--- config.mk ---
export PLATFORM = sky130hd
export DESIGN_NAME = lvm_front
export DESIGN_NICKNAME = d
export VERILOG_FILES = /design/src/rtl/core/lvm_pkg.sv /design/src/rtl/core/lvm_front.sv
export SDC_FILE = /design/constraint.sdc
export NUM_CORES = 1
export LEC_CHECK = 0
export BUFFER_PORTS_ARGS = -buffer_cell sky130_fd_sc_hd__buf_2
export CELL_PAD_IN_SITES_DETAIL_PLACEMENT = 0
export CELL_PAD_IN_SITES_GLOBAL_PLACEMENT = 1
export CORE_AREA = 8 8 219 221
export DETAILED_ROUTE_END_ITERATION = 10
export DIE_AREA = 0 0 227 229
export PLACE_DENSITY_LB_ADDON = 0.1
export REMOVE_ABC_BUFFERS = 1
export SKIP_LAST_GASP = 1
export SYNTH_ARGS = -nofsm -noshare
export SYNTH_HDL_FRONTEND = slang
export SYNTH_SLANG_ARGS = --single-unit
--- constraint.sdc ---
create_clock -name vclk -period 5.4
set_clock_uncertainty 0.15 [all_clocks]
set_input_delay 1.08 -clock vclk [all_inputs]
set_output_delay 1.08 -clock vclk [all_outputs]
set_load 0.1 [all_outputs]
--- src/rtl/core/lvm_pkg.sv ---
`timescale 1ns / 1ps
// ----------------------------------------------------------------------------
// lvm_pkg
// Shared types, state encodings and the multiply-accumulate term table.
// ----------------------------------------------------------------------------
package lvm_pkg;

   localparam int Q_DEPTH = 2;
   localparam int Q_PTR_W = 1;
   localparam int Q_CNT_W = 2;

   localparam logic [4:0] TERM_CROSS_LAST = 5'd5;
   localparam logic [4:0] TERM_LAST       = 5'd20;

   typedef struct packed {
      logic [2:0][31:0] eye;
      logic [2:0][31:0] up;
      logic [2:0][32:0] diff;
   } item_type;

   typedef struct packed {
      logic full;
      logic empty;
   } qstat_type;

   typedef struct packed {
      logic done;
      logic zero;
   } nstat_type;

   typedef enum logic [3:0] {
      B_IDLE, B_NF_GO, B_NF_WAIT, B_CROSS, B_CWAIT, B_NS_GO, B_NS_WAIT,
      B_DOTS, B_DWAIT, B_SAT, B_EMIT
   } back_state_type;

   typedef enum logic [2:0] {
      N_IDLE, N_SCALE, N_SQ, N_SQRT, N_DINIT, N_DSTEP, N_DONE
   } norm_state_type;

   typedef enum logic [2:0] {OP_F, OP_S, OP_U, OP_UP, OP_EYE} opnd_type;
   typedef enum logic [1:0] {DST_NONE, DST_C, DST_U, DST_W} dest_type;

   typedef struct packed {
      opnd_type   a_op;
      logic [1:0] a_idx;
      opnd_type   b_op;
      logic [1:0] b_idx;
      logic       neg;
      logic       first;
      dest_type   dest;
      logic [1:0] d_idx;
   } term_type;

   function automatic term_type mk(opnd_type a, int ai, opnd_type b, int bi,
                                   logic n, logic f, dest_type d, int di);
      term_type t;
      t.a_op  = a;
      t.a_idx = 2'(ai);
      t.b_op  = b;
      t.b_idx = 2'(bi);
      t.neg   = n;
      t.first = f;
      t.dest  = d;
      t.d_idx = 2'(di);
      return t;
   endfunction

   // Product terms: cross f x up, then u = s x f, then the three dot products.
   // The s.eye and u.eye terms are negated so the rounded sum is the word.
   function automatic term_type term_rom(logic [4:0] idx);
      term_type t;
      unique case (idx)
         5'd0:    t = mk(OP_F, 1, OP_UP, 2, 1'b0, 1'b1, DST_NONE, 0);
         5'd1:    t = mk(OP_F, 2, OP_UP, 1, 1'b1, 1'b0, DST_C, 0);
         5'd2:    t = mk(OP_F, 2, OP_UP, 0, 1'b0, 1'b1, DST_NONE, 0);
         5'd3:    t = mk(OP_F, 0, OP_UP, 2, 1'b1, 1'b0, DST_C, 1);
         5'd4:    t = mk(OP_F, 0, OP_UP, 1, 1'b0, 1'b1, DST_NONE, 0);
         5'd5:    t = mk(OP_F, 1, OP_UP, 0, 1'b1, 1'b0, DST_C, 2);
         5'd6:    t = mk(OP_S, 1, OP_F, 2, 1'b0, 1'b1, DST_NONE, 0);
         5'd7:    t = mk(OP_F, 1, OP_S, 2, 1'b1, 1'b0, DST_U, 0);
         5'd8:    t = mk(OP_S, 2, OP_F, 0, 1'b0, 1'b1, DST_NONE, 0);
         5'd9:    t = mk(OP_F, 2, OP_S, 0, 1'b1, 1'b0, DST_U, 1);
         5'd10:   t = mk(OP_S, 0, OP_F, 1, 1'b0, 1'b1, DST_NONE, 0);
         5'd11:   t = mk(OP_F, 0, OP_S, 1, 1'b1, 1'b0, DST_U, 2);
         5'd12:   t = mk(OP_S, 0, OP_EYE, 0, 1'b1, 1'b1, DST_NONE, 0);
         5'd13:   t = mk(OP_S, 1, OP_EYE, 1, 1'b1, 1'b0, DST_NONE, 0);
         5'd14:   t = mk(OP_S, 2, OP_EYE, 2, 1'b1, 1'b0, DST_W, 0);
         5'd15:   t = mk(OP_U, 0, OP_EYE, 0, 1'b1, 1'b1, DST_NONE, 0);
         5'd16:   t = mk(OP_U, 1, OP_EYE, 1, 1'b1, 1'b0, DST_NONE, 0);
         5'd17:   t = mk(OP_U, 2, OP_EYE, 2, 1'b1, 1'b0, DST_W, 1);
         5'd18:   t = mk(OP_F, 0, OP_EYE, 0, 1'b0, 1'b1, DST_NONE, 0);
         5'd19:   t = mk(OP_F, 1, OP_EYE, 1, 1'b0, 1'b0, DST_NONE, 0);
         5'd20:   t = mk(OP_F, 2, OP_EYE, 2, 1'b0, 1'b0, DST_W, 2);
         default: t = mk(OP_F, 0, OP_F, 0, 1'b0, 1'b1, DST_NONE, 0);
      endcase
      return t;
   endfunction

endpackage

--- src/rtl/core/lvm_front.sv ---
`timescale 1ns / 1ps
// ----------------------------------------------------------------------------
// lvm_front
// Accepts items, forms target - eye and pushes the item into the queue.
// ----------------------------------------------------------------------------
module lvm_front
   import lvm_pkg::*;
(
   input  logic               start,
   output logic               busy,
   input  logic signed [31:0] req_eye_x,
   input  logic signed [31:0] req_eye_y,
   input  logic signed [31:0] req_eye_z,
   input  logic signed [31:0] req_target_x,
   input  logic signed [31:0] req_target_y,
   input  logic signed [31:0] req_target_z,
   input  logic signed [31:0] req_up_x,
   input  logic signed [31:0] req_up_y,
   input  logic signed [31:0] req_up_z,
   input  qstat_type          qstat,
   output logic               push,
   output item_type           entry
);

   assign busy = qstat.full;
   assign push = start & ~qstat.full;

   always_comb begin
      entry.eye     = {req_eye_z, req_eye_y, req_eye_x};
      entry.up      = {req_up_z, req_up_y, req_up_x};
      entry.diff[0] = {req_target_x[31], req_target_x} - {req_eye_x[31], req_eye_x};
      entry.diff[1] = {req_target_y[31], req_target_y} - {req_eye_y[31], req_eye_y};
      entry.diff[2] = {req_target_z[31], req_target_z} - {req_eye_z[31], req_eye_z};
   end

endmodule

Word-level counts from Yosys, hierarchy flattened
Index checks and enable logic that the tools add are counted.
Widths: inputs -> output; s select.
{"block": "totals", "output_inout_bits": 293, "register_bits": 0, "word_cells": 5}
{"block": "classes", "n_addsub": 3, "bitwise": 2}
{"op": "$sub 32x32->33", "n": 3}
{"op": "$and 1x1->1", "n": 1}
{"op": "$not 1->1", "n": 1}

Longest topological paths before layout
Gate-level depths: netlist of the first run.
{"block": "logic_depth", "ltp_word": 2, "ltp_mapped": 11}

Worst setup path before layout of the first run
No wires, ideal clock.
{"block": "synth_timing", "kind": "input-to-output", "startpoint": "input req_eye_y[1]", "endpoint": "output entry[64] in the netlist's numbering", "t_arrival_ns": 7.510, "stages": 10, "path_buffers": 0, "path_slack_ns": -3.340, "cell_sequence": "inv_1 ha_1 nor2b_1 o21a_1 a311o_1 a22o_1 a21oi_1 o211ai_2 mux2i_1 a2111oi_0"}
{"element": "start: declaration", "line_no": "lvm_front.sv:12", "text": "input logic signed [31:0] req_eye_y,"}
{"element": "end: declaration", "line_no": "lvm_front.sv:22", "text": "output item_type entry"}

==> flow_results.org, run 1 <==
** Floorplan
- Measured along the x axis, the die boundary spans 227 um.
- Chip Height :: 229 um
- Std-Cell Core Area :: 0.04470 sq mm
- The floorplan has 78 rows.
- Floorplan die area :: 0.05198 sq mm
- Total I/O pin count :: 584
- Starting density of the core :: 0.1524

** Route
- Once detail routing completed, the nets flagged for antenna violations numbered 0.
- The final route contains 7421 vias.
- For this run, design rule violations remaining after detail routing come to 0.
- Mean routed wirelength per cell :: 26.51 um
- DRT iter0 DRCs :: 197
- WL final :: 47770 um
- After detailed routing, the number of vias per cell comes to 4.118.
- TritonRoute pass-1 iters :: 5

** Synthesis
- Most frequent cell after synthesis :: buf_4
- The synthesized design spends more area on one cell type than any other, namely buf_4.
- Mean post-synth cell area :: 6.794 sq um
- After synthesis, the netlist uses 70 different library cells.
- Cell count after synthesis :: 1003
- Share of the synthesized area in the top cell type :: 0.2126
- By area the synthesized netlist is led by buf_4, ha_1, inv_1.
- Leading post-synthesis cells by instance count :: buf_4, inv_1, ha_1, a21oi_1, nand2_1
- Sequential cell area fraction in the yosys report :: 0
- During synthesis, Yosys emitted a total of 0 warnings.
- The mapped netlist covers 0.006814 sq mm.

** Min path
- Worst hold path startpoint :: req_up_x[0]
- For hold timing, the worst endpoint is entry[99].
- Hold path cells :: 0
- Kind of path behind the tightest hold check :: in2out

** Finish
- After filler insertion, the fill cell instance count of the layout stands at 5325.
- Measured on the finished design, the core utilization comes to 0.1924.
- In the final design database the tool counted 1591 nets.
- Final std cells w/o fill :: 1802
- In the final layout, the share of cells above drive strength 1 is 0.3561.
- The layout has 0 clock buffers.
- Area occupied by multi-input gates :: 0.004833 sq mm
- Sequential cells placed in the final layout were counted as 0.
- Post-synthesis to final-layout area growth :: 26.24%
- Registers take 0 sq um.
- The finished cells cover 0.008602 sq mm.

** Place
- Instance count after placement with tap cells included :: 1799
- In this run the cell area measured after placement is 0.008582 sq mm.
- The HPWL after detailed placement is 44990 um.
- The congestion estimate from routability-driven global placement came to 0.8842.
- Count of buffers inserted at the top-level ports :: 391
- OpenSTA, run right after detailed placement, puts the worst setup slack at 172.1 ps.

** Clocking
- Post-CTS sizing :: 0
- Total of hold buffers inserted after clock tree synthesis :: 0
- Number of buffers inserted by post-CTS setup repair :: 0

** STA
- Min Clock Period, post-route :: 5135 ps
- Slew of the pin with the lowest slew margin :: 642.8 ps
- Worst hold margin :: 2011 ps
- Final worst-path cycle share :: 0.9508
- Final TNS setup :: 0 ps
- Number of slew-limit violations in the final report :: 0
- After layout, the worst setup slack is 265.5 ps.
- Final Hold Fails :: 0
- Setup repair after global routing left no endpoint under its margin.
- Measured against its own limit, the worst slew margin works out to 0.5660.
- Setup violations remaining at the end of the flow were counted as 0.
- Highest clock rate :: 194.8 MHz

** Worst setup path
- STA puts the critical path data arrival time at 3900 ps.
- Path type of the worst setup path :: in2out
- Worst path top cell family by delay :: compound AO/OA/AOI/OAI gates
- Walking the worst path, the cells encountered are buf_2, inv_1, ha_1, a211oi_1, nor2_1, o31ai_1, a311oi_1, buf_4, a211oi_2, o21ai_0, buf_4, a21boi_0, xnor2_1, buf_12.
- Counting both buffers and inverters, the worst setup path holds a total of 5.
- By instance count, the cell type seen most on the critical path is buf_4.
- Critical Path Start Type :: input port
- The slowest stage of the critical path is the o31ai_1 cell.
- Delay of the slowest cell on the worst path :: 350 ps
- Critical path data required time :: 4170 ps
- Endpoint kind of the worst setup timing path :: output port
- Startpoint of the worst setup timing path :: req_eye_x[7]
- Maximum fanout along the worst path :: 3

** Global route
- The number of global-route vias before repair was 7884.
- The number of antenna violations at the first check in global routing is 7.
- Maximum number of pins on one net before global-route repair :: 10
- First-pass GRT wire length :: 64310 um
- Global routing finished with a remaining overflow of 0.
- Total GRT Usage :: 0.1732

** Power and ir drop
- Leakage power summed over all cells :: 4.606 nW
- The worst-case IR drop observed on VDD is 0.0001539 V.
- Total power divided by cell area :: 313.2 mW/mm^2
- The design draws 2.695 mW.

** Run
- Across the run, the number of max-cap violations was 0.

** Run status
- The run finished with clean final reports.
## routing by layer
metal / vias to the layer above / GRT usage / share of wire
li1: 3653 / - / -
met1: 3276 / 0.1306 / 0.27
met2: 440 / 0.2722 / 0.43
met3: 34 / 0.2231 / 0.28
met4: 18 / 0.01524 / 0.011
met5: - / 0.08301 / 0.014
## cell families (layout without fill, tap and decap cells)
kind of cell / Yosys count / count (layout) / synth area share
simple gates: 205 / 205 / 0.1454
mux: 2 / 2 / 0.002938
xor+xnor: 80 / 80 / 0.1028
fa+ha+maj: 99 / 99 / 0.1851
other cells: 0 / 3 / 0
compound gates: 280 / 280 / 0.2716
buf+inv: 337 / 533 / 0.2921
## layout by cell type, fill, tap and decap left out, types with 30 or more instances in the layout
cell / instances
o21ai_0: 47
nor2_1: 48
xor2_1: 32
nand2_1: 64
a21o_1: 44
ha_1: 96
buf_12: 30
xnor2_1: 48
inv_1: 124
a21oi_1: 85
buf_2: 360
## cell type report
| class | count | share of cell area |
|---|---|---|
| antenna | 3 | 0.0008727 |
| multi-input combinational | 666 | 0.5619 |
| tap | 600 | 0.08727 |
| inverter | 124 | 0.05411 |
| timing repair buffer | 409 | 0.2959 |
## worst max path at each step
stage	slack, ps	cells past startpoint	to
finish	270	14	entry[28]
global route	4	14	entry[28]
CTS	150	14	entry[32]
detailed placement	170	14	entry[32]
global placement	160	13	entry[64]
floorplan	-3340	10	entry[64]
## report_power, final
| part | internal (mW) | switching [mW] | total (mW) |
|---|---|---|---|
| Combinational | 0.634 | 2.06 | 2.69 |
| Sequential | 0 | 0 | 0 |
| Clock | 0.0000000744 | 0 | 0.0000000745 |
Note: power is estimated with default switching activity, not from simulation.
==> inputs of run 2 (changes only) <==
Settings changed: CELL_PAD_IN_SITES_GLOBAL_PLACEMENT 1 to 2, CORE_AREA 8 8 219 221 to 8 8 223 225, DIE_AREA 0 0 227 229 to 0 0 231 233.
==> run 2 against run 1 <==
Effect of this change: final area grew 1.0%; sequential share of layout area is the same; non-clock buffer count unchanged; largest cell class unchanged; routed wire length fell by 6.6%; core utilization is 0.38 points lower; via count shrank 1.2%; power is 0.91% higher; critical path depth is the same; count of clock-buffer cells in the layout unchanged; sequential cell count did not move; combinational power hardly changed; final cell count is 0.33% higher.
==> flow_results.org, run 2 (synthesis gave the netlist of run 1 again) <==
** Worst setup path
- The critical path goes through buf_2, inv_1, ha_1, nor2b_1, o21a_1, a311o_1, a22o_1, a21oi_1, buf_4, o211ai_2, mux2i_1, a2111oi_1, buf_4, buf_12.
- Delay of the slowest cell on the worst path :: 440 ps
- Maximum fanout along the worst path :: 4
- The most numerous cell type found on the critical path is buf_4.
- STA classifies the critical path endpoint as an output port.
- Cell at the slowest stage of the critical path :: a311o_1
- STA puts the critical path data arrival time at 3970 ps.
- Critical path data required time :: 4170 ps
- The worst setup path is of the in2out kind.
- STA classifies the critical path startpoint as an input port.

** Route
- DRT iter0 DRCs :: 186
- Mean routed wirelength per cell :: 24.68 um
- The final route contains 7331 vias.
- Count of unresolved DRC violations after routing :: 0
- Post-route ant nets :: 0
- For this block, the routed nets add up to 44620 um of wire.
- Before antenna repair, the detailed router went through 4 iterations.
- Ratio of routed vias to standard cells :: 4.055

** Finish
- In the final layout, flip-flops and latches occupy 0 sq um.
- Relative to the synthesized area, the layout overhead comes to 27.54%.
- Clock buffer count in the final layout :: 0
- Measured on the finished design, the core utilization comes to 0.1887.
- Area occupied by multi-input gates :: 0.004858 sq mm
- Layout cells sized above 1 :: 0.3595
- Most frequent standard cell in the layout excluding fill and tap cells :: buf_2
- After the last flow step, the layout net total stands at 1591.
- In the layout the commonest cells are buf_2, inv_1, ha_1.
- # fillers :: 5435
- Number of flip-flops and latches :: 0

** STA
- The number of endpoints with negative hold slack in the final report is 0.
- Setup violations remaining at the end of the flow were counted as 0.
- For the pin with the worst max-slew slack, the measured transition is 646.5 ps.
- The total count of max-transition violations in the final report was 0.
- The smallest clock period supported by the final layout is computed as 5200 ps.
- Setup repair after global routing left no endpoint under its margin.
- Final worst-path cycle share :: 0.9630
- Summed over all failing endpoints, the final setup total negative slack is 0 ps.
- In this run the tightest slew margin relative to its limit is 0.5636.
- Timing would allow up to 192.3 MHz.
- Hold timing on the final database bottoms out at a slack of 2011 ps.
- Post-route worst setup slack :: 200.0 ps

** Floorplan
- The die is 233 um tall.
- Width of the die :: 231 um
- Total I/O pin count :: 584
- The die covers 0.05382 sq mm.
- Std-Cell Core Area :: 0.04606 sq mm
- The initial utilization of the core area, before any placement, comes to 0.1479.
- Cell Rows :: 79

** Global route
- Entering global routing, the biggest net connects 10 pins.
- First-pass GRT wire length :: 60240 um
- The number of antenna violations at the first check in global routing was 3.
- For this run, global-route usage on met1 was measured as 0.1491.
- For this run, the total global-route usage over all layers was measured as 0.1543.
- Global routing met3 resource utilization :: 0.1772
- Global-route congestion overflow total :: 0
- The number of global-route vias before repair came to 7987.
- Layer carrying the most global-route usage :: met2
- In the global route stage, met2 resource usage came out at 0.2242.

** Place
- The wire-length estimate of the detail-placed layout is 42100 um.
- Routability congestion estimate :: 0.8581
- Before CTS, the worst setup slack after placement is 83.62 ps.
- Port buffering added 391 buffers.

** Power and ir drop
- The completed layout was analyzed and its total power is 2.719 mW.
- Total power divided by cell area :: 312.9 mW/mm^2
- VDD sags by at most 0.0001207 V.
- Leakage power summed over all cells :: 4.631 nW

** Clocking
- Total of hold buffers inserted after clock tree synthesis :: 0

** Run
- Number of max-cap violations :: 0

** Min path
- Kind of path behind the tightest hold check :: in2out

** Run status
- Run status :: completed
run 2: cell types whose count changed in the layout (fill, tap and decap cells not counted), sizes merged:
cell,before,now
buf,408,409
clkbuf,1,0
diode,3,2
run 2: routing by layer:
metal | share of wire | vias up
met3 | 0.23 | 12
met5 | 0.0068 | -
li1 | - | 3644
met1 | 0.36 | 3282
met2 | 0.40 | 385
met4 | 0.0023 | 8
run 2: cell type report:
type	instances	share of cell area
antenna	2	0.0005759
tap	607	0.08739
timing repair buffer	409	0.2995
multi-input combinational	666	0.5590
inverter	124	0.05356
run 2: worst max-delay path: cells and delay by family:
family                     cells  cell delay [ps]
muxes                          1              160
buffers and inverters          5              680
AOI/OAI and AO/OA              6             1640
adders and majority gates      1              270
and+or+nand+nor                1              120
run 2: stage by stage:
step | instances | instance area, sq um
after floorplan | 790 | 5289
after global placement | 1806 | 8651
after detailed placement | 1806 | 8651
after CTS | 1806 | 8651
after global routing | 1808 | 8691
final | 1808 | 8691
run 2: power breakdown:
group | leakage (nW) | switching [mW] | internal (mW)
clock | 0.0000127 | 0 | 0.0000000497
combinational | 4.63 | 2.07 | 0.651
sequential | 0 | 0 | 0
run 2: worst paths after layout:
kind | from | end | slack [ps] | depth (start not counted)
max | req_eye_y[1] | entry[64] | 200 | 14
min | req_up_z[6] | entry[169] | 2010 | 0
run 2: what timing repair did:
item	CTS	global route
setup endpoints to repair	0	10
setup buffers	0	0
gates resized for setup	0	9
==> inputs of run 3 (changes only) <==
Settings changed: ABC_AREA set to 1, CORE_AREA 8 8 223 225 to unset, CORE_MARGIN set to 8, CORE_UTILIZATION set to 21, DIE_AREA 0 0 231 233 to unset.
==> run 3 against run 2 <==
Effect of this change: sequential cell count stayed put; largest power group unchanged; non-clock buffer count is 18 lower; combinational power is 6% lower; highest routed layer unchanged.
==> flow_results.org, run 3 <==
** Finish
- In the final layout, the share of cells above drive strength 1 is 0.1998.
- Area occupied by multi-input gates :: 0.005929 sq mm
- Commonest cells after routing, fill and taps aside :: nand2_1, inv_1, buf_2
- The library cell used most frequently in the layout, excluding fill and tap cells, is nand2_1.
- # fillers :: 5262
- Clock buffer count in the final layout :: 0
- ANT cells :: 0
- There are 0 flip-flops and latches.
- The finished cells cover 0.01041 sq mm.
- Post-synthesis to final-layout area growth :: 13.43%
- Layout Nets :: 2459
- FF+latch area :: 0 sq um

** Floorplan
- The die is 225.0 um wide.
- Total I/O pin count :: 584
- After floorplanning, the core was divided into 76 placement rows.
- Floorplan die area :: 0.05064 sq mm
- For this configuration, the core starts out at a cell density of 0.2130.
- Chip Height :: 225.0 um
- The core region is 0.04308 sq mm.

** Route
- WL final :: 60500 um
- Ratio of routed vias to standard cells :: 4.038
- In this run, the number of DRC markers left after iteration 0 of detailed routing was 406.
- Detailed-route via count :: 10710
- Mean routed wirelength per cell :: 22.81 um
- The pre-antenna-repair detailed-routing pass consisted of 7 iterations.
- Post-route ant nets :: 0
- After detailed routing, the number of remaining DRC violations is 0.

** Synthesis
- The share of synthesized area in the top cell type comes to 0.3060.
- Leading post-synthesis cells by instance count :: nand2_1, inv_1, buf_4, nor2_1, ha_1
- Cell count after synthesis :: 1870
- Yosys warnings :: 0
- Of all cell types, the one taking the most synthesized area is nand2_1.
- Synth Cell Area :: 0.009176 sq mm
- Mean post-synth cell area :: 4.907 sq um
- The most common cell in the synthesized netlist is nand2_1.
- Netlist cell types :: 20
- Top cells by area, synth :: nand2_1, inv_1, buf_4
- Sequential cell area fraction in the yosys report :: 0

** Place
- Detailed placement finished with a half-perimeter wire length of 57840 um.
- Routability congestion estimate :: 0.9046
- The placed instances occupy a cell area of 0.01041 sq mm.
- In this run the tool buffered the top-level ports with 391 buffer cells.

** Worst setup path
- In this run the worst setup path terminates at entry[65].
- Startpoint of the worst setup timing path :: req_eye_y[0]
- Along the worst path, the maximum fanout reaches 3.
- Counting stages on the worst path, the most repeated cell is nand2_1.
- The critical path is of the in2out type.
- Cell at the slowest stage of the critical path :: buf_2
- The critical path contains buffers and inverters numbering 3 combined.
- The critical path goes through buf_2, ha_1, fa_1, inv_1, nand2_1, nand2_1, nand3_1, nand2_2, nand2_1, nand2_2, nand2_1, nand2_1, nand2_1, nand2_1, buf_2.
- The worst setup path is captured at an output port.
- The critical path runs through a total of 15 cells.
- Worst path top cell family by delay :: simple AND/OR/NAND/NOR gates
- Data arrival time of the worst path :: 3310 ps
- Critical path data required time :: 4170 ps
- STA classifies the critical path startpoint as an input port.
- Delay of the slowest cell on the worst path :: 430 ps

** Global route
- Total GRT Usage :: 0.2278
- The number of global-route vias before repair is 11020.
- Global-route congestion overflow total :: 0
- The number of antenna violations at the first check in global routing is 0.
- The first global-routing pass estimated 82070 um of wire.
- Maximum number of pins on one net before global-route repair :: 8

** Power and ir drop
- Of the total power, registers draw 0.
- For this design the ratio of total power to cell area is 244.7 mW/mm^2.
- Design internal power :: 0.4526 mW
- Summed over all cells, the static leakage comes to 7.608 nW.
- For this design the total switching power over the nets is 2.095 mW.
- Combinational Power Share :: 1.000
- Switching share of power :: 0.8223
- Max rail drop VDD :: 0.0001522 V
- Proportion of power drawn by the clock network :: 0

** STA
- Setup violations remaining at the end of the flow were counted as 0.
- The total count of max-transition violations in the final report came to 0.
- Highest clock rate :: 220.4 MHz
- Unrepaired setup endpoints after global routing :: false
- Final TNS setup :: 0 ps
- In this run the tightest slew margin relative to its limit is 0.6287.
- The number of endpoints with negative hold slack in the final report was 0.
- Min Clock Period, post-route :: 4538 ps
- For the pin with the worst max-slew slack, the measured transition is 560.8 ps.
- In the finished design, the share of the clock period the worst path needs comes to 0.8403.

** Clocking
- Number of buffers inserted by post-CTS setup repair :: 0
- Post-CTS repair changed the size of 0 cells.
- Total of hold buffers inserted after clock tree synthesis :: 0

** Min path
- Kind of path behind the tightest hold check :: in2out

** Run
- Number of max-cap violations :: 0

** Run status
- The run finished with clean final reports.
## run 3: cell count changes after synthesis, sizes merged, moves of 41 or more
cell	before	now
nor2	48	126
xnor2	48	6
o21ai	51	0
a21o	44	3
inv	124	477
nand2	64	764
nand3	20	71
## run 3: area by class of cell
cell class                      instances  area share
Inverter                              477      0.1720
Multi-Input combinational cell       1199      0.5697
Timing Repair Buffer                  391      0.1880
Tap cell                              585     0.07032
## run 3: cell families (layout without fill, tap and decap cells)
logic type / Yosys count / after routing / synth area share
AOI/OAI and AO/OA: 67 / 67 / 0.03859
xor gates and xnor gates: 45 / 45 / 0.04295
adders and majority gates: 99 / 99 / 0.1374
buffers and inverters: 671 / 868 / 0.3538
and+or+nand+nor: 988 / 988 / 0.4272
## run 3: worst min-delay path by stage
stage | startpoint | to | slack, ps | cells past startpoint
finish | req_up_x[1] | entry[100] | 2010 | 0
global route | req_up_x[22] | entry[121] | 2010 | 0
CTS | req_up_x[1] | entry[100] | 2010 | 0
detailed placement | req_up_x[1] | entry[100] | 2010 | 0
global placement | req_up_x[1] | entry[100] | 2010 | 0
floorplan | qstat[1] | busy | 2010 | 0
## run 3: stage by stage
stage	hold slack [ps]	util	total power [mW]	setup slack [ps]	instances
detailed placement	2013	0.2416	2.575	798.3	2652
global placement	2013	0.2416	2.577	822.8	2652
floorplan	2010	-	1.739	544.8	1676
global route	2011	0.2416	2.722	605.4	2652
CTS	2013	0.2416	2.580	790.0	2652
finish	2011	0.2416	2.547	862.4	2652
## run 3: routing by layer
layer	share of wire	up-vias	GRT usage	wire length, um
li1	-	5630	-	-
met1	0.31	4533	0.1869	18450
met2	0.45	524	0.3898	27430
met3	0.23	14	0.2353	13710
met4	0.0079	8	0.01477	476
met5	0.0070	-	0.06152	426
## run 3: power by group through the flow
| stage | combinational [mW] | sequential [mW] | clock, mW |
|---|---|---|---|
| 2_1_floorplan | 1.74 | 0 | 0 |
| 3_5_place_dp | 2.57 | 0 | 0 |
| 4_1_cts | 2.58 | 0 | 0 |
| 6_report | 2.55 | 0 | 0 |
| 3_3_place_gp | 2.58 | 0 | 0 |
| 5_1_grt | 2.72 | 0 | 0 |
