File: config.mk
export PLATFORM = sky130hd
export DESIGN_NAME = lvm_queue
export DESIGN_NICKNAME = d
export VERILOG_FILES = /design/src/rtl/core/lvm_pkg.sv /design/src/rtl/core/lvm_queue.sv
export SDC_FILE = /design/constraint.sdc
export NUM_CORES = 1
export LEC_CHECK = 0
export ABC_AREA = 1
export BUFFER_PORTS_ARGS = -buffer_cell sky130_fd_sc_hd__buf_2
export CAP_MARGIN = 0
export CORE_AREA = 2 2 228 230
export CTS_CLUSTER_DIAMETER = 100
export DETAILED_ROUTE_END_ITERATION = 8
export DIE_AREA = 0 0 230 232
export PLACE_DENSITY = 0.69
export SYNTH_ARGS = -nofsm -noshare
export SYNTH_HDL_FRONTEND = slang
export SYNTH_SLANG_ARGS = --single-unit
File: constraint.sdc
create_clock -name clock -period 32.6 [get_ports clock]
set_clock_uncertainty 0.2 [all_clocks]
set_input_delay 3.26 -clock clock [delete_from_list [all_inputs] [get_ports clock]]
set_output_delay 3.26 -clock clock [all_outputs]
set_load 0.05 [all_outputs]
File: src/rtl/core/lvm_pkg.sv
`timescale 1ns / 1ps
// ----------------------------------------------------------------------------
// lvm_pkg
// Shared types, state encodings and the multiply-accumulate term table.
// ----------------------------------------------------------------------------
package lvm_pkg;

   localparam int Q_DEPTH = 2;
   localparam int Q_PTR_W = 1;
   localparam int Q_CNT_W = 2;

   localparam logic [4:0] TERM_CROSS_LAST = 5'd5;
   localparam logic [4:0] TERM_LAST       = 5'd20;

   typedef struct packed {
      logic [2:0][31:0] eye;
      logic [2:0][31:0] up;
      logic [2:0][32:0] diff;
   } item_type;

   typedef struct packed {
      logic full;
      logic empty;
   } qstat_type;

   typedef struct packed {
      logic done;
      logic zero;
   } nstat_type;

   typedef enum logic [3:0] {
      B_IDLE, B_NF_GO, B_NF_WAIT, B_CROSS, B_CWAIT, B_NS_GO, B_NS_WAIT,
      B_DOTS, B_DWAIT, B_SAT, B_EMIT
   } back_state_type;

   typedef enum logic [2:0] {
      N_IDLE, N_SCALE, N_SQ, N_SQRT, N_DINIT, N_DSTEP, N_DONE
   } norm_state_type;

   typedef enum logic [2:0] {OP_F, OP_S, OP_U, OP_UP, OP_EYE} opnd_type;
   typedef enum logic [1:0] {DST_NONE, DST_C, DST_U, DST_W} dest_type;

   typedef struct packed {
      opnd_type   a_op;
      logic [1:0] a_idx;
      opnd_type   b_op;
      logic [1:0] b_idx;
      logic       neg;
      logic       first;
      dest_type   dest;
      logic [1:0] d_idx;
   } term_type;

   function automatic term_type mk(opnd_type a, int ai, opnd_type b, int bi,
                                   logic n, logic f, dest_type d, int di);
      term_type t;
      t.a_op  = a;
      t.a_idx = 2'(ai);
      t.b_op  = b;
      t.b_idx = 2'(bi);
      t.neg   = n;
      t.first = f;
      t.dest  = d;
      t.d_idx = 2'(di);
      return t;
   endfunction

   // Product terms: cross f x up, then u = s x f, then the three dot products.
   // The s.eye and u.eye terms are negated so the rounded sum is the word.
   function automatic term_type term_rom(logic [4:0] idx);
      term_type t;
      unique case (idx)
         5'd0:    t = mk(OP_F, 1, OP_UP, 2, 1'b0, 1'b1, DST_NONE, 0);
         5'd1:    t = mk(OP_F, 2, OP_UP, 1, 1'b1, 1'b0, DST_C, 0);
         5'd2:    t = mk(OP_F, 2, OP_UP, 0, 1'b0, 1'b1, DST_NONE, 0);
         5'd3:    t = mk(OP_F, 0, OP_UP, 2, 1'b1, 1'b0, DST_C, 1);
         5'd4:    t = mk(OP_F, 0, OP_UP, 1, 1'b0, 1'b1, DST_NONE, 0);
         5'd5:    t = mk(OP_F, 1, OP_UP, 0, 1'b1, 1'b0, DST_C, 2);
         5'd6:    t = mk(OP_S, 1, OP_F, 2, 1'b0, 1'b1, DST_NONE, 0);
         5'd7:    t = mk(OP_F, 1, OP_S, 2, 1'b1, 1'b0, DST_U, 0);
         5'd8:    t = mk(OP_S, 2, OP_F, 0, 1'b0, 1'b1, DST_NONE, 0);
         5'd9:    t = mk(OP_F, 2, OP_S, 0, 1'b1, 1'b0, DST_U, 1);
         5'd10:   t = mk(OP_S, 0, OP_F, 1, 1'b0, 1'b1, DST_NONE, 0);
         5'd11:   t = mk(OP_F, 0, OP_S, 1, 1'b1, 1'b0, DST_U, 2);
         5'd12:   t = mk(OP_S, 0, OP_EYE, 0, 1'b1, 1'b1, DST_NONE, 0);
         5'd13:   t = mk(OP_S, 1, OP_EYE, 1, 1'b1, 1'b0, DST_NONE, 0);
         5'd14:   t = mk(OP_S, 2, OP_EYE, 2, 1'b1, 1'b0, DST_W, 0);
         5'd15:   t = mk(OP_U, 0, OP_EYE, 0, 1'b1, 1'b1, DST_NONE, 0);
         5'd16:   t = mk(OP_U, 1, OP_EYE, 1, 1'b1, 1'b0, DST_NONE, 0);
         5'd17:   t = mk(OP_U, 2, OP_EYE, 2, 1'b1, 1'b0, DST_W, 1);
         5'd18:   t = mk(OP_F, 0, OP_EYE, 0, 1'b0, 1'b1, DST_NONE, 0);
         5'd19:   t = mk(OP_F, 1, OP_EYE, 1, 1'b0, 1'b0, DST_NONE, 0);
         5'd20:   t = mk(OP_F, 2, OP_EYE, 2, 1'b0, 1'b0, DST_W, 2);
         default: t = mk(OP_F, 0, OP_F, 0, 1'b0, 1'b1, DST_NONE, 0);
      endcase
      return t;
   endfunction

endpackage

File: src/rtl/core/lvm_queue.sv
`timescale 1ns / 1ps
// ----------------------------------------------------------------------------
// lvm_queue
// Short FIFO between the front and the back.
// ----------------------------------------------------------------------------
module lvm_queue
   import lvm_pkg::*;
(
   input  logic      clock,
   input  logic      reset,
   input  logic      push,
   input  item_type  din,
   input  logic      pop,
   output item_type  dout,
   output qstat_type qstat
);

   item_type             mem_ff [Q_DEPTH];
   logic [Q_PTR_W-1:0]   wr_ptr_ff, wr_ptr_in;
   logic [Q_PTR_W-1:0]   rd_ptr_ff, rd_ptr_in;
   logic [Q_CNT_W-1:0]   cnt_ff, cnt_in;

   always_comb begin
      wr_ptr_in = push ? wr_ptr_ff + 1'b1 : wr_ptr_ff;
      rd_ptr_in = pop  ? rd_ptr_ff + 1'b1 : rd_ptr_ff;
      cnt_in    = cnt_ff + Q_CNT_W'(push) - Q_CNT_W'(pop);
   end

   always_ff @(posedge clock) begin
      if (reset) begin
         wr_ptr_ff <= '0;
         rd_ptr_ff <= '0;
         cnt_ff    <= '0;
      end else begin
         wr_ptr_ff <= wr_ptr_in;
         rd_ptr_ff <= rd_ptr_in;
         cnt_ff    <= cnt_in;
      end
   end

   always_ff @(posedge clock) begin
      if (push) begin
         mem_ff[wr_ptr_ff] <= din;
      end
   end

   assign dout        = mem_ff[rd_ptr_ff];
   assign qstat.full  = (cnt_ff == Q_CNT_W'(Q_DEPTH));
   assign qstat.empty = (cnt_ff == '0);

endmodule

### Word level (Yosys, flattened, before mapping)

Memories as Yosys holds them, arrays and structs flattened. A register that Yosys moved wholly into a read port is not among the register bits.
Cells that the tools add are included.

* divide/modulo/power cells: 0
* shift operators: 0
* reduce and logical (&&, ||, !) cells: 1
* bitwise gates (word level): 0
* order comparisons: 0
* muxes and demuxes: 4
* $add $sub $neg: 4
* equal/unequal tests: 1
* multiply operators: 0

Operator list (count)
* $mux 1: 4
* $add 1x1->1 const B: 2
* $add 2x1->2: 1
* $eq 2x2->1 const B: 1
* $logic_not 2->1: 1
* $sub 2x1->2: 1

* logic and storage cells: 14
* flip-flop bits (word level): 4
* bits in writable memories: 582
* output and inout bits: 293
* memories kept: 1
* input bits: 295
* bits in latches: 0
* memory bits (read-only): 0

Memories
* mem_ff: words 2, width 291, rd ports 1, clocked after Yosys merged registers in 1, wr ports 1, RTL line lvm_queue.sv:18 `item_type mem_ff [Q_DEPTH];`

### Longest topological paths before layout

Gate-level depths: netlist of the first run.

* depth after elaboration: 3
* gate-level depth with buffers: 9
* gate-level depth less buffers: 9

### Worst setup path after synthesis of the first run

No wires, ideal clock.

* path type: input to register
* start: in push
* end: mem mem_ff[0][0] (netlist bit) (enable)
* data required time: 31.443 ns
* library setup time: 0.957 ns
* arrival: 15.454 ns
* slack: 15.989 ns
* buffers on the path: 0
* stages on the path: 2
* path through: inv_1 -> nor2_1

* word-level cells in the longest chain between the ends: 2

RTL lines
* from (decl): RTL line lvm_queue.sv:11 `input logic push,`
* $mux 1: RTL line lvm_queue.sv:42 `if (push) begin`
* $mux 1 (implied by the code): RTL line lvm_queue.sv:43 `mem_ff[wr_ptr_ff] <= din;`
* to (decl): RTL line lvm_queue.sv:18

Every way passes these cells.

==> flow_metrics.tcl, run 1 <==
set metrics [dict create \
    cts.sinks 587 \
    pre_cts_ws_ns 25.56 \
    h-tree-depth 2 \
    crit_chain "buf_4 > buf_4 > mux2_2 > buf_2" \
    synth.top_cell.area_share 0.816 \
    crit_top_cell "buf_4" \
    num_vias 11000 \
    ys_ff_latch 587 \
    intPower_mw 1.31 \
    rsz0062_at_grt "false" \
    max_stage_delay_ns 0.94 \
    routed.top_layer "met5" \
    grt_use_total 0.172 \
    relSlewSlack 0.178 \
    ys_top_cells_by_area "edfxtp_1 82%, mux2_2 15%, clkbuf_8 1.9%" \
    grt_overflow 0 \
    mostFrequentLayoutCells "587 x buf_2, 582 x edfxtp_1, 291 x mux2_2" \
    postCtsHoldBufs 0 \
    met2_length_um 24200 \
    numCtsBuffers 58 \
    drcViolationCount 0 \
    synthCells 937 \
    final_common_cell "buf_2" \
    hp-start "rd_ptr_ff$_SDFFE_PP0P_" \
    ys_warn_count 0 \
    endpoint_kind "primary output" \
    die_h_um 232 \
    finalWirelength_um 47900 \
    multi_input_area_um2 3380 \
    worst_slack_ns 25.14 \
    crit_slowest_cell "dfxtp_4" \
    crit_family "buffers and inverters" \
    nets 1858 \
    crit_fanout 74 \
    switchingPower_mw 0.485 \
    drt_iter0_markers 782 \
    clkLatencyLatePin_ns 0.59 \
    synth_cell_types 13 \
    swShare 0.270 \
    die_area_um2 53400 \
    wl_per_cell_um 20.9 \
    layout-drive-gt1-share 0.604 \
    ant_nets 0 \
    grt_pass1_vias 11400 \
    clk_path_buf_depth 3 \
    finalCritPeriodShare 0.229 \
    drv_cap 0 \
    status "completed" \
    grt_max_degree 181 \
    clockPowerShare 0.349 \
    hp-class "reg2reg" \
    post_cts_resized 0 \
    pin_count 588 \
    leakagePower_nw 9.92 \
    syn_area_per_cell_um2 22.9 \
    setup_viol 0 \
    path_buf_inv 3 \
    antenna_found_initial 16 \
    ff2ff_setup_slack_ns 29.21 \
    slew_violations 0 \
    area_delta_synth_final_pct 24.6 \
    synth-seq-area-share 0.821 \
    synth_fp_nets 1234 \
    rr_endpoint "mem_ff[1][92]$_DFFE_PP_" \
    cellPowerDensity_nw_per_um2 67.5 \
    initial_core_util 0.421 \
    holdPathEnd "rd_ptr_ff$_SDFFE_PP0P_" \
    grt_pass1_wl_um 68800 \
    n_fill_cell 4096 \
    yosys.area.top_type "edfxtp_1" \
    total_power_mw 1.80 \
    p_comb_frac 0.157 \
    port_buffers 587 \
    seq_area_um2 17600 \
    start_kind "flip-flop" \
    r2r-start "wr_ptr_ff$_SDFFE_PP0P_" \
    setup_tns_ns 0 \
    routed-wl-met3_um 4490 \
    rr_worst_depth 4 \
    cts_root_buffer "clkbuf_16" \
    worst-setup-path-type "reg2out" \
    tightest_slew_ns 1.23 \
    crit_required_ns 29.14 \
    die_w_um 230 \
    coreArea_um2 50900 \
    gp_congestion 0.841 \
    final_util 0.524 \
    drt-pass1-iter-count 4 \
    place_hpwl_um 32800 \
    wl_met1_um 17500 \
    arrival_ns 4.00 \
    period_minus_slack_ns 7.46 \
    cts_tree "built" \
    synthesis.area_um2 21400 \
    fmax_ghz 0.134 \
    holdWs_ns 0.316 \
    cts_setup_buffers 0 \
    hold_depth 2 \
    hold_violations 0 \
    p_seq_frac 0.494 \
    clk_pin_slew_worst_paths_ns 0.06 \
    ir_drop_mv 0.0698 \
    row_count 83 \
    vias_per_cell 4.80 \
]
## power groups by stage
stage / logic [mW] / clock network [mW] / registers, mW
global route: 0.295 / 0.670 / 0.892
global placement: 0.281 / 0 / 0.903
finish: 0.282 / 0.628 / 0.889
detailed placement: 0.284 / 0 / 0.905
CTS: 0.285 / 0.643 / 0.889
floorplan: 0.218 / 0 / 0.912
## through the flow
step / instances / instance area [um^2]
finish: 2292 / 26700
global placement: 2181 / 24900
CTS: 2285 / 26700
floorplan: 937 / 21400
detailed placement: 2181 / 24900
global route: 2289 / 26700
## layout make-up
type / instances / share of cell area
Multi-Input combinational cell: 309 / 0.127
Tap cell: 680 / 0.0319
Inverter: 9 / 0.00155
Clock buffer: 70 / 0.0569
Clock inverter: 34 / 0.0102
Antenna cell: 7 / 0.000657
Sequential cell: 587 / 0.659
Timing Repair Buffer: 596 / 0.113
## synth_stat cells
master,number
edfxtp_1,582
mux2_2,291
clkbuf_8,29
inv_1,9
nor2_1,8
dfxtp_1,5
nand2_1,4
buf_6,3
ha_1,2
a21oi_1,1
nand3_1,1
nor3_1,1
xnor2_1,1
## per-layer routing
layer / global-route usage / vias to the layer above
met3: 0.0658 / 113
met4: 0.0696 / 16
li1: - / 5012
met5: 0 / -
met1: 0.197 / 5399
met2: 0.291 / 469
## sequential cells by signal, indices dropped and copies added (netlist names), named ones only
signal and cells:
cnt_ff 2, mem_ff 582, rd_ptr_ff 1, wr_ptr_ff 1
## worst max path at each step
stage | from | to | slack [ns] | cells after the start
global placement | flip-flop | dout[179] | 25.70 | 4
finish | flip-flop | dout[122] | 25.14 | 4
floorplan | push | mem_ff[0][0]$_DFFE_PP_ | 15.99 | 2
CTS | flip-flop | dout[122] | 24.91 | 4
global route | flip-flop | dout[179] | 24.80 | 4
detailed placement | flip-flop | dout[122] | 25.56 | 4
## worst min-delay path, stage by stage (launching register included)
cell     delay [ns]
dfxtp_1        0.32
xnor2_1        0.08
nor2_1         0.07
## kinds of logic (layout without fill, tap and decap cells)
| family | Yosys count | in the layout | share of synthesized area |
|---|---|---|---|
| AOI/OAI and AO/OA | 1 | 1 | 0.000233 |
| DFF | 587 | 587 | 0.821 |
| muxes | 291 | 291 | 0.153 |
| other | 0 | 7 | 0 |
| and+or+nand+nor | 14 | 14 | 0.00257 |
| adders and majority gates | 2 | 2 | 0.00117 |
| buffers and inverters | 41 | 709 | 0.0218 |
| xor gates and xnor gates | 1 | 1 | 0.000409 |
Note: power is estimated with default switching activity, not from simulation.
==> run 2: changes to the inputs <==
--- a/config.mk
+++ b/config.mk
@@ -8,11 +8,11 @@
 export ABC_AREA = 1
 export BUFFER_PORTS_ARGS = -buffer_cell sky130_fd_sc_hd__buf_2
 export CAP_MARGIN = 0
-export CORE_AREA = 2 2 228 230
+export CORE_AREA = 2 2 232 234
 export CTS_CLUSTER_DIAMETER = 100
 export DETAILED_ROUTE_END_ITERATION = 8
-export DIE_AREA = 0 0 230 232
-export PLACE_DENSITY = 0.69
+export DIE_AREA = 0 0 234 236
+export PLACE_DENSITY = 0.68
 export SYNTH_ARGS = -nofsm -noshare
 export SYNTH_HDL_FRONTEND = slang
 export SYNTH_SLANG_ARGS = --single-unit
==> constraint.sdc (replaced) <==
create_clock -name clock -period 7.5 [get_ports clock]
set_clock_uncertainty 0.2 [all_clocks]
set_input_delay 0.75 -clock clock [delete_from_list [all_inputs] [get_ports clock]]
set_output_delay 0.75 -clock clock [all_outputs]
set_load 0.05 [all_outputs]
==> run 2 against run 1 <==
Compared with the run above:
- clock-buffer cell count increased by 2
- final area increased by 0.22%
- die area increased by 3.5%
- clock power increased to 4.4 times the previous value
- critical endpoint is now dout[101]
==> flow_metrics.tcl, run 2 (same netlist as run 1, synthesis figures left out) <==
set metrics [dict create \
    status "completed" \
    cts_tree "built" \
    grt_pass1_wl_um 66000 \
    ff2ff_setup_slack_ns 4.64 \
    met2_length_um 23600 \
    port_buffers 587 \
    cellPowerDensity_nw_per_um2 293 \
    total_power_mw 7.83 \
    cts_root_buffer "clkbuf_16" \
    slew_violations 0 \
    antenna_found_initial 19 \
    top_regs "mem_ff (582), cnt_ff (2)" \
    cts_setup_buffers 0 \
    max_stage_delay_ns 0.90 \
    numCtsBuffers 58 \
    routed-wl-met3_um 4580 \
    period_minus_slack_ns 4.13 \
    n_fill_cell 4355 \
    grt_pass1_vias 11400 \
    die_w_um 234 \
    pin_count 588 \
    fin_area_um2 26700 \
    h-tree-depth 2 \
    drt_iter0_markers 608 \
    largest_register_ffs 582 \
    clk_path_buf_depth 3 \
    mostFrequentLayoutCells "587 x buf_2, 582 x edfxtp_1, 291 x mux2_2" \
    hold_violations 0 \
    endpoint_kind "primary output" \
    crit_fanout 81 \
    nets 1855 \
    drv_cap 0 \
    hold_depth 1 \
    clk_pin_slew_worst_paths_ns 0.06 \
    tightest_slew_ns 1.18 \
    seq_area_um2 17600 \
    grt_use_total 0.159 \
    setup_tns_ns 0 \
    drt-pass1-iter-count 4 \
    multi_input_area_um2 3380 \
    crit_required_ns 6.55 \
    rr_endpoint "mem_ff[1][156]$_DFFE_PP_" \
    rsz0062_at_grt "false" \
    crit_family "buffers and inverters" \
    holdWs_ns 0.142 \
    crit_slowest_cell "dfxtp_4" \
    die_area_um2 55200 \
    gp_congestion 0.869 \
    die_h_um 236 \
    area_delta_synth_final_pct 24.8 \
    hp-class "in2reg" \
    place_hpwl_um 32100 \
    row_count 85 \
    num_vias 11000 \
    finalWirelength_um 46500 \
    initial_core_util 0.404 \
    finalCritPeriodShare 0.551 \
    rr_worst_depth 3 \
    vias_per_cell 4.74 \
    routed.top_layer "met5" \
    placed_area_um2 24900 \
    holdPathEnd "mem_ff[1][262]$_DFFE_PP_" \
    leakagePower_nw 9.90 \
    layout-drive-gt1-share 0.601 \
    start_kind "flip-flop" \
    fmax_ghz 0.242 \
    worst-setup-path-type "reg2out" \
    grt_max_degree 157 \
    postCtsHoldBufs 0 \
    path_buf_inv 2 \
    clkLatencyLatePin_ns 0.59 \
    setup_viol 0 \
    regMostFlops "mem_ff" \
    crit_chain "buf_4 > mux2_2 > buf_2" \
    cts.sinks 587 \
    final_common_cell "buf_2" \
    wl_per_cell_um 20.1 \
    ir_drop_mv 0.250 \
    post_cts_resized 0 \
    r2r-start "wr_ptr_ff$_SDFFE_PP0P_" \
    wl_met1_um 16800 \
    coreArea_um2 53100 \
    ant_nets 0 \
    drcViolationCount 0 \
    grt_overflow 0 \
    hp-start "din[262]" \
    relSlewSlack 0.217 \
    final_util 0.504 \
    arrival_ns 3.18 \
]
[run 2: changes by cell type in the layout (fill, tap and decap cells not counted), sizes merged]
cell      previous run  this run
clkbuf              70        72
clkinv              26        23
inv                 11        13
clkinvlp             2         4
buf                596       593
diode                7        13
[run 2: routing by layer]
| layer | vias to the layer above | track usage |
|---|---|---|
| met2 | 464 | 0.273 |
| met1 | 5416 | 0.173 |
| li1 | 4993 | - |
| met3 | 90 | 0.0647 |
| met4 | 8 | 0.0648 |
| met5 | - | 0 |
[run 2: final cells by class]
| class | count | area share |
|---|---|---|
| multi-input cells | 309 | 0.126 |
| repair buffers | 593 | 0.113 |
| flip-flops and latches | 587 | 0.658 |
| clock inverters | 35 | 0.0107 |
| well taps | 696 | 0.0326 |
| diodes | 13 | 0.00122 |
| inverters | 9 | 0.00154 |
| clock buffers | 72 | 0.0570 |
[run 2: report_power, final]
group / internal, mW / total [mW] / switching, mW
clock network: 1.58 / 2.74 / 1.16
registers: 3.81 / 3.86 / 0.0560
logic: 0.336 / 1.22 / 0.888
total: 5.72 / 7.83 / 2.11
[run 2: worst max-delay path by stage]
stage                          from                endpoint  slack, ns  cells after the start
after floorplan                push  mem_ff[1][0]$_DFFE_PP_       0.23                      2
after global placement    flip-flop                dout[95]       4.09                      3
after detailed placement  flip-flop                dout[95]       4.00                      3
after CTS                 flip-flop               dout[101]       3.35                      3
after global routing      flip-flop                dout[96]       3.20                      3
final                     flip-flop               dout[101]       3.37                      3
[run 2: through the flow]
stage               instances  worst slack [ns]
floorplan                 937             0.228
global placement         2194              4.09
detailed placement       2194              4.00
CTS                      2301              3.35
global route             2310              3.20
finish                   2314              3.37
==> run 3: changes to the inputs <==
--- a/config.mk
+++ b/config.mk
@@ -8,11 +8,11 @@
 export ABC_AREA = 1
 export BUFFER_PORTS_ARGS = -buffer_cell sky130_fd_sc_hd__buf_2
 export CAP_MARGIN = 0
-export CORE_AREA = 2 2 232 234
+export CORE_AREA = 2 2 230 232
 export CTS_CLUSTER_DIAMETER = 100
 export DETAILED_ROUTE_END_ITERATION = 8
-export DIE_AREA = 0 0 234 236
-export PLACE_DENSITY = 0.68
+export DIE_AREA = 0 0 232 234
+export PLACE_DENSITY = 0.71
 export SYNTH_ARGS = -nofsm -noshare
 export SYNTH_HDL_FRONTEND = slang
 export SYNTH_SLANG_ARGS = --single-unit
==> constraint.sdc (replaced) <==
create_clock -name clock -period 3.6 [get_ports clock]
set_clock_uncertainty 0.2 [all_clocks]
set_input_delay 0.36 -clock clock [delete_from_list [all_inputs] [get_ports clock]]
set_output_delay 0.36 -clock clock [all_outputs]
set_load 0.05 [all_outputs]
==> run 3 against run 2 <==
Compared with the run above:
- hold slack gained 0.14 ns
- final area increased by 13%
- clock-buffer cell count down 3
- combinational power up 140%
- sequential power up 110%
- sequential share of layout area decreased by 7.4 points
- critical path depth is 1 higher
- critical path type unchanged
- largest cell class unchanged
- largest power group unchanged
- highest routed layer unchanged
==> flow_metrics.tcl, run 3 (same netlist as run 1, synthesis figures left out) <==
set metrics [dict create \
    status "completed" \
    ff2ff_setup_slack_ns 1.53 \
    die_area_um2 54300 \
    start_kind "flip-flop" \
    ant_nets 0 \
    nets 2175 \
    mostFrequentLayoutCells "587 x buf_2, 582 x edfxtp_1, 295 x dlygate4sd3_1" \
    final_common_cell "buf_2" \
    rsz0062_at_grt "false" \
    drt-pass1-iter-count 5 \
    finalWirelength_um 53700 \
    crit_fanout 28 \
    drcViolationCount 0 \
    rr_worst_depth 4 \
    h-tree-depth 2 \
    total_power_mw 17.1 \
    ir_drop_mv 0.496 \
    swShare 0.267 \
    arrival_ns 2.34 \
    grt_max_degree 118 \
    final_util 0.579 \
    row_count 84 \
    worst_slack_ns 0.697 \
    worst-setup-path-type "reg2out" \
    cts_tree "built" \
    die_h_um 234 \
    intPower_mw 12.6 \
    largest_register_ffs 582 \
    leakagePower_nw 11.4 \
    gp_congestion 0.818 \
    tightest_slew_ns 0.745 \
    port_buffers 587 \
    clk_pin_slew_worst_paths_ns 0.06 \
    cts.sinks 587 \
    hp-start "din[283]" \
    holdWs_ns 0.286 \
    holdPathEnd "mem_ff[1][283]$_DFFE_PP_" \
    endpoint_kind "primary output" \
    r2r-start "wr_ptr_ff$_SDFFE_PP0P_" \
    relSlewSlack 0.503 \
    clkLatencyLatePin_ns 0.59 \
    drt_iter0_markers 717 \
    p_comb_frac 0.173 \
    layout-drive-gt1-share 0.519 \
    hp-class "in2reg" \
    period_minus_slack_ns 2.90 \
    hold_depth 2 \
    pin_count 588 \
    setup_viol 0 \
    initial_core_util 0.412 \
    numCtsBuffers 57 \
    coreArea_um2 52000 \
    clockPowerShare 0.359 \
    cts_root_buffer "clkbuf_16" \
    cellPowerDensity_nw_per_um2 570 \
    regMostFlops "mem_ff" \
    die_w_um 232 \
    finalCritPeriodShare 0.806 \
    pre_cts_ws_ns 1.27 \
    grt_overflow 0 \
    grt_pass1_wl_um 77200 \
    post_cts_resized 0 \
    slew_violations 0 \
    crit_required_ns 3.04 \
    clk_path_buf_depth 3 \
    grt_use_total 0.188 \
    n_fill_cell 3742 \
    area_delta_synth_final_pct 40.6 \
    top_regs "mem_ff (582), cnt_ff (2)" \
    wl_per_cell_um 20.5 \
    grt_pass1_vias 13300 \
    p_seq_frac 0.468 \
    switchingPower_mw 4.57 \
    num_vias 12500 \
    vias_per_cell 4.80 \
    antenna_found_initial 3 \
    hold_violations 0 \
    fmax_ghz 0.344 \
    place_hpwl_um 33200 \
    drv_cap 0 \
    rr_endpoint "mem_ff[1][274]$_DFFE_PP_" \
]
==> run 3: how the worst max path moves through the flow <==
stage / end / startpoint / cells past startpoint
floorplan: mem_ff[1][0]$_DFFE_PP_ / push / 2
global placement: dout[176] / flip-flop / 4
detailed placement: mem_ff[1][286]$_DFFE_PP_ / push / 5
CTS: dout[176] / flip-flop / 4
global route: dout[176] / flip-flop / 4
finish: dout[60] / flip-flop / 4
==> run 3: per-stage QoR <==
stage | cells | cell area (um^2) | setup TNS [ns]
after floorplan | 937 | 21500 | -1002.74
after global placement | 2212 | 25200 | 0
after detailed placement | 2212 | 25200 | 0
after CTS | 2610 | 30100 | 0
after global routing | 2612 | 30100 | 0
final | 2613 | 30100 | 0
==> run 3: power groups by stage <==
stage / sequential (mW) / clock, mW / combinational, mW
5_1_grt: 8.05 / 6.54 / 3.08
6_report: 8.02 / 6.16 / 2.96
4_1_cts: 8.02 / 6.25 / 2.95
3_5_place_dp: 8.16 / 0 / 2.67
3_3_place_gp: 8.14 / 0 / 2.65
2_1_floorplan: 8.17 / 0 / 1.98
==> run 3: cell type report <==
| class | instances | area (um^2) | area share |
|---|---|---|---|
| Clock inverter | 34 | 419 | 0.0139 |
| Tap cell | 688 | 861 | 0.0286 |
| Inverter | 9 | 50.0 | 0.00166 |
| Sequential cell | 587 | 17600 | 0.584 |
| Timing Repair Buffer | 914 | 6280 | 0.209 |
| Clock buffer | 69 | 1510 | 0.0503 |
| Multi-Input combinational cell | 309 | 3390 | 0.113 |
| Antenna cell | 3 | 7.51 | 0.000249 |
==> run 3: what timing repair did <==
action / CTS / global route
endpoints found under the setup margin: 0 / 0
endpoints found under the hold margin: 587 / 0
hold buffers: 295 / 0
buffers inserted: 0 / 0
==> run 3: worst max-delay path, cell delays in order (launching register included) <==
cell and delay [ns]:
dfxtp_4 0.61, buf_12 0.27, buf_12 0.22, mux2_2 0.37, buf_2 0.22
==> run 3: per-layer routing <==
layer / vias up / track usage / wire length [um]
li1: 5629 / - / -
met1: 6212 / 0.212 / 19900
met2: 601 / 0.340 / 28100
met3: 101 / 0.0531 / 4080
met4: 2 / 0.0655 / 1580
met5: - / 0 / 13
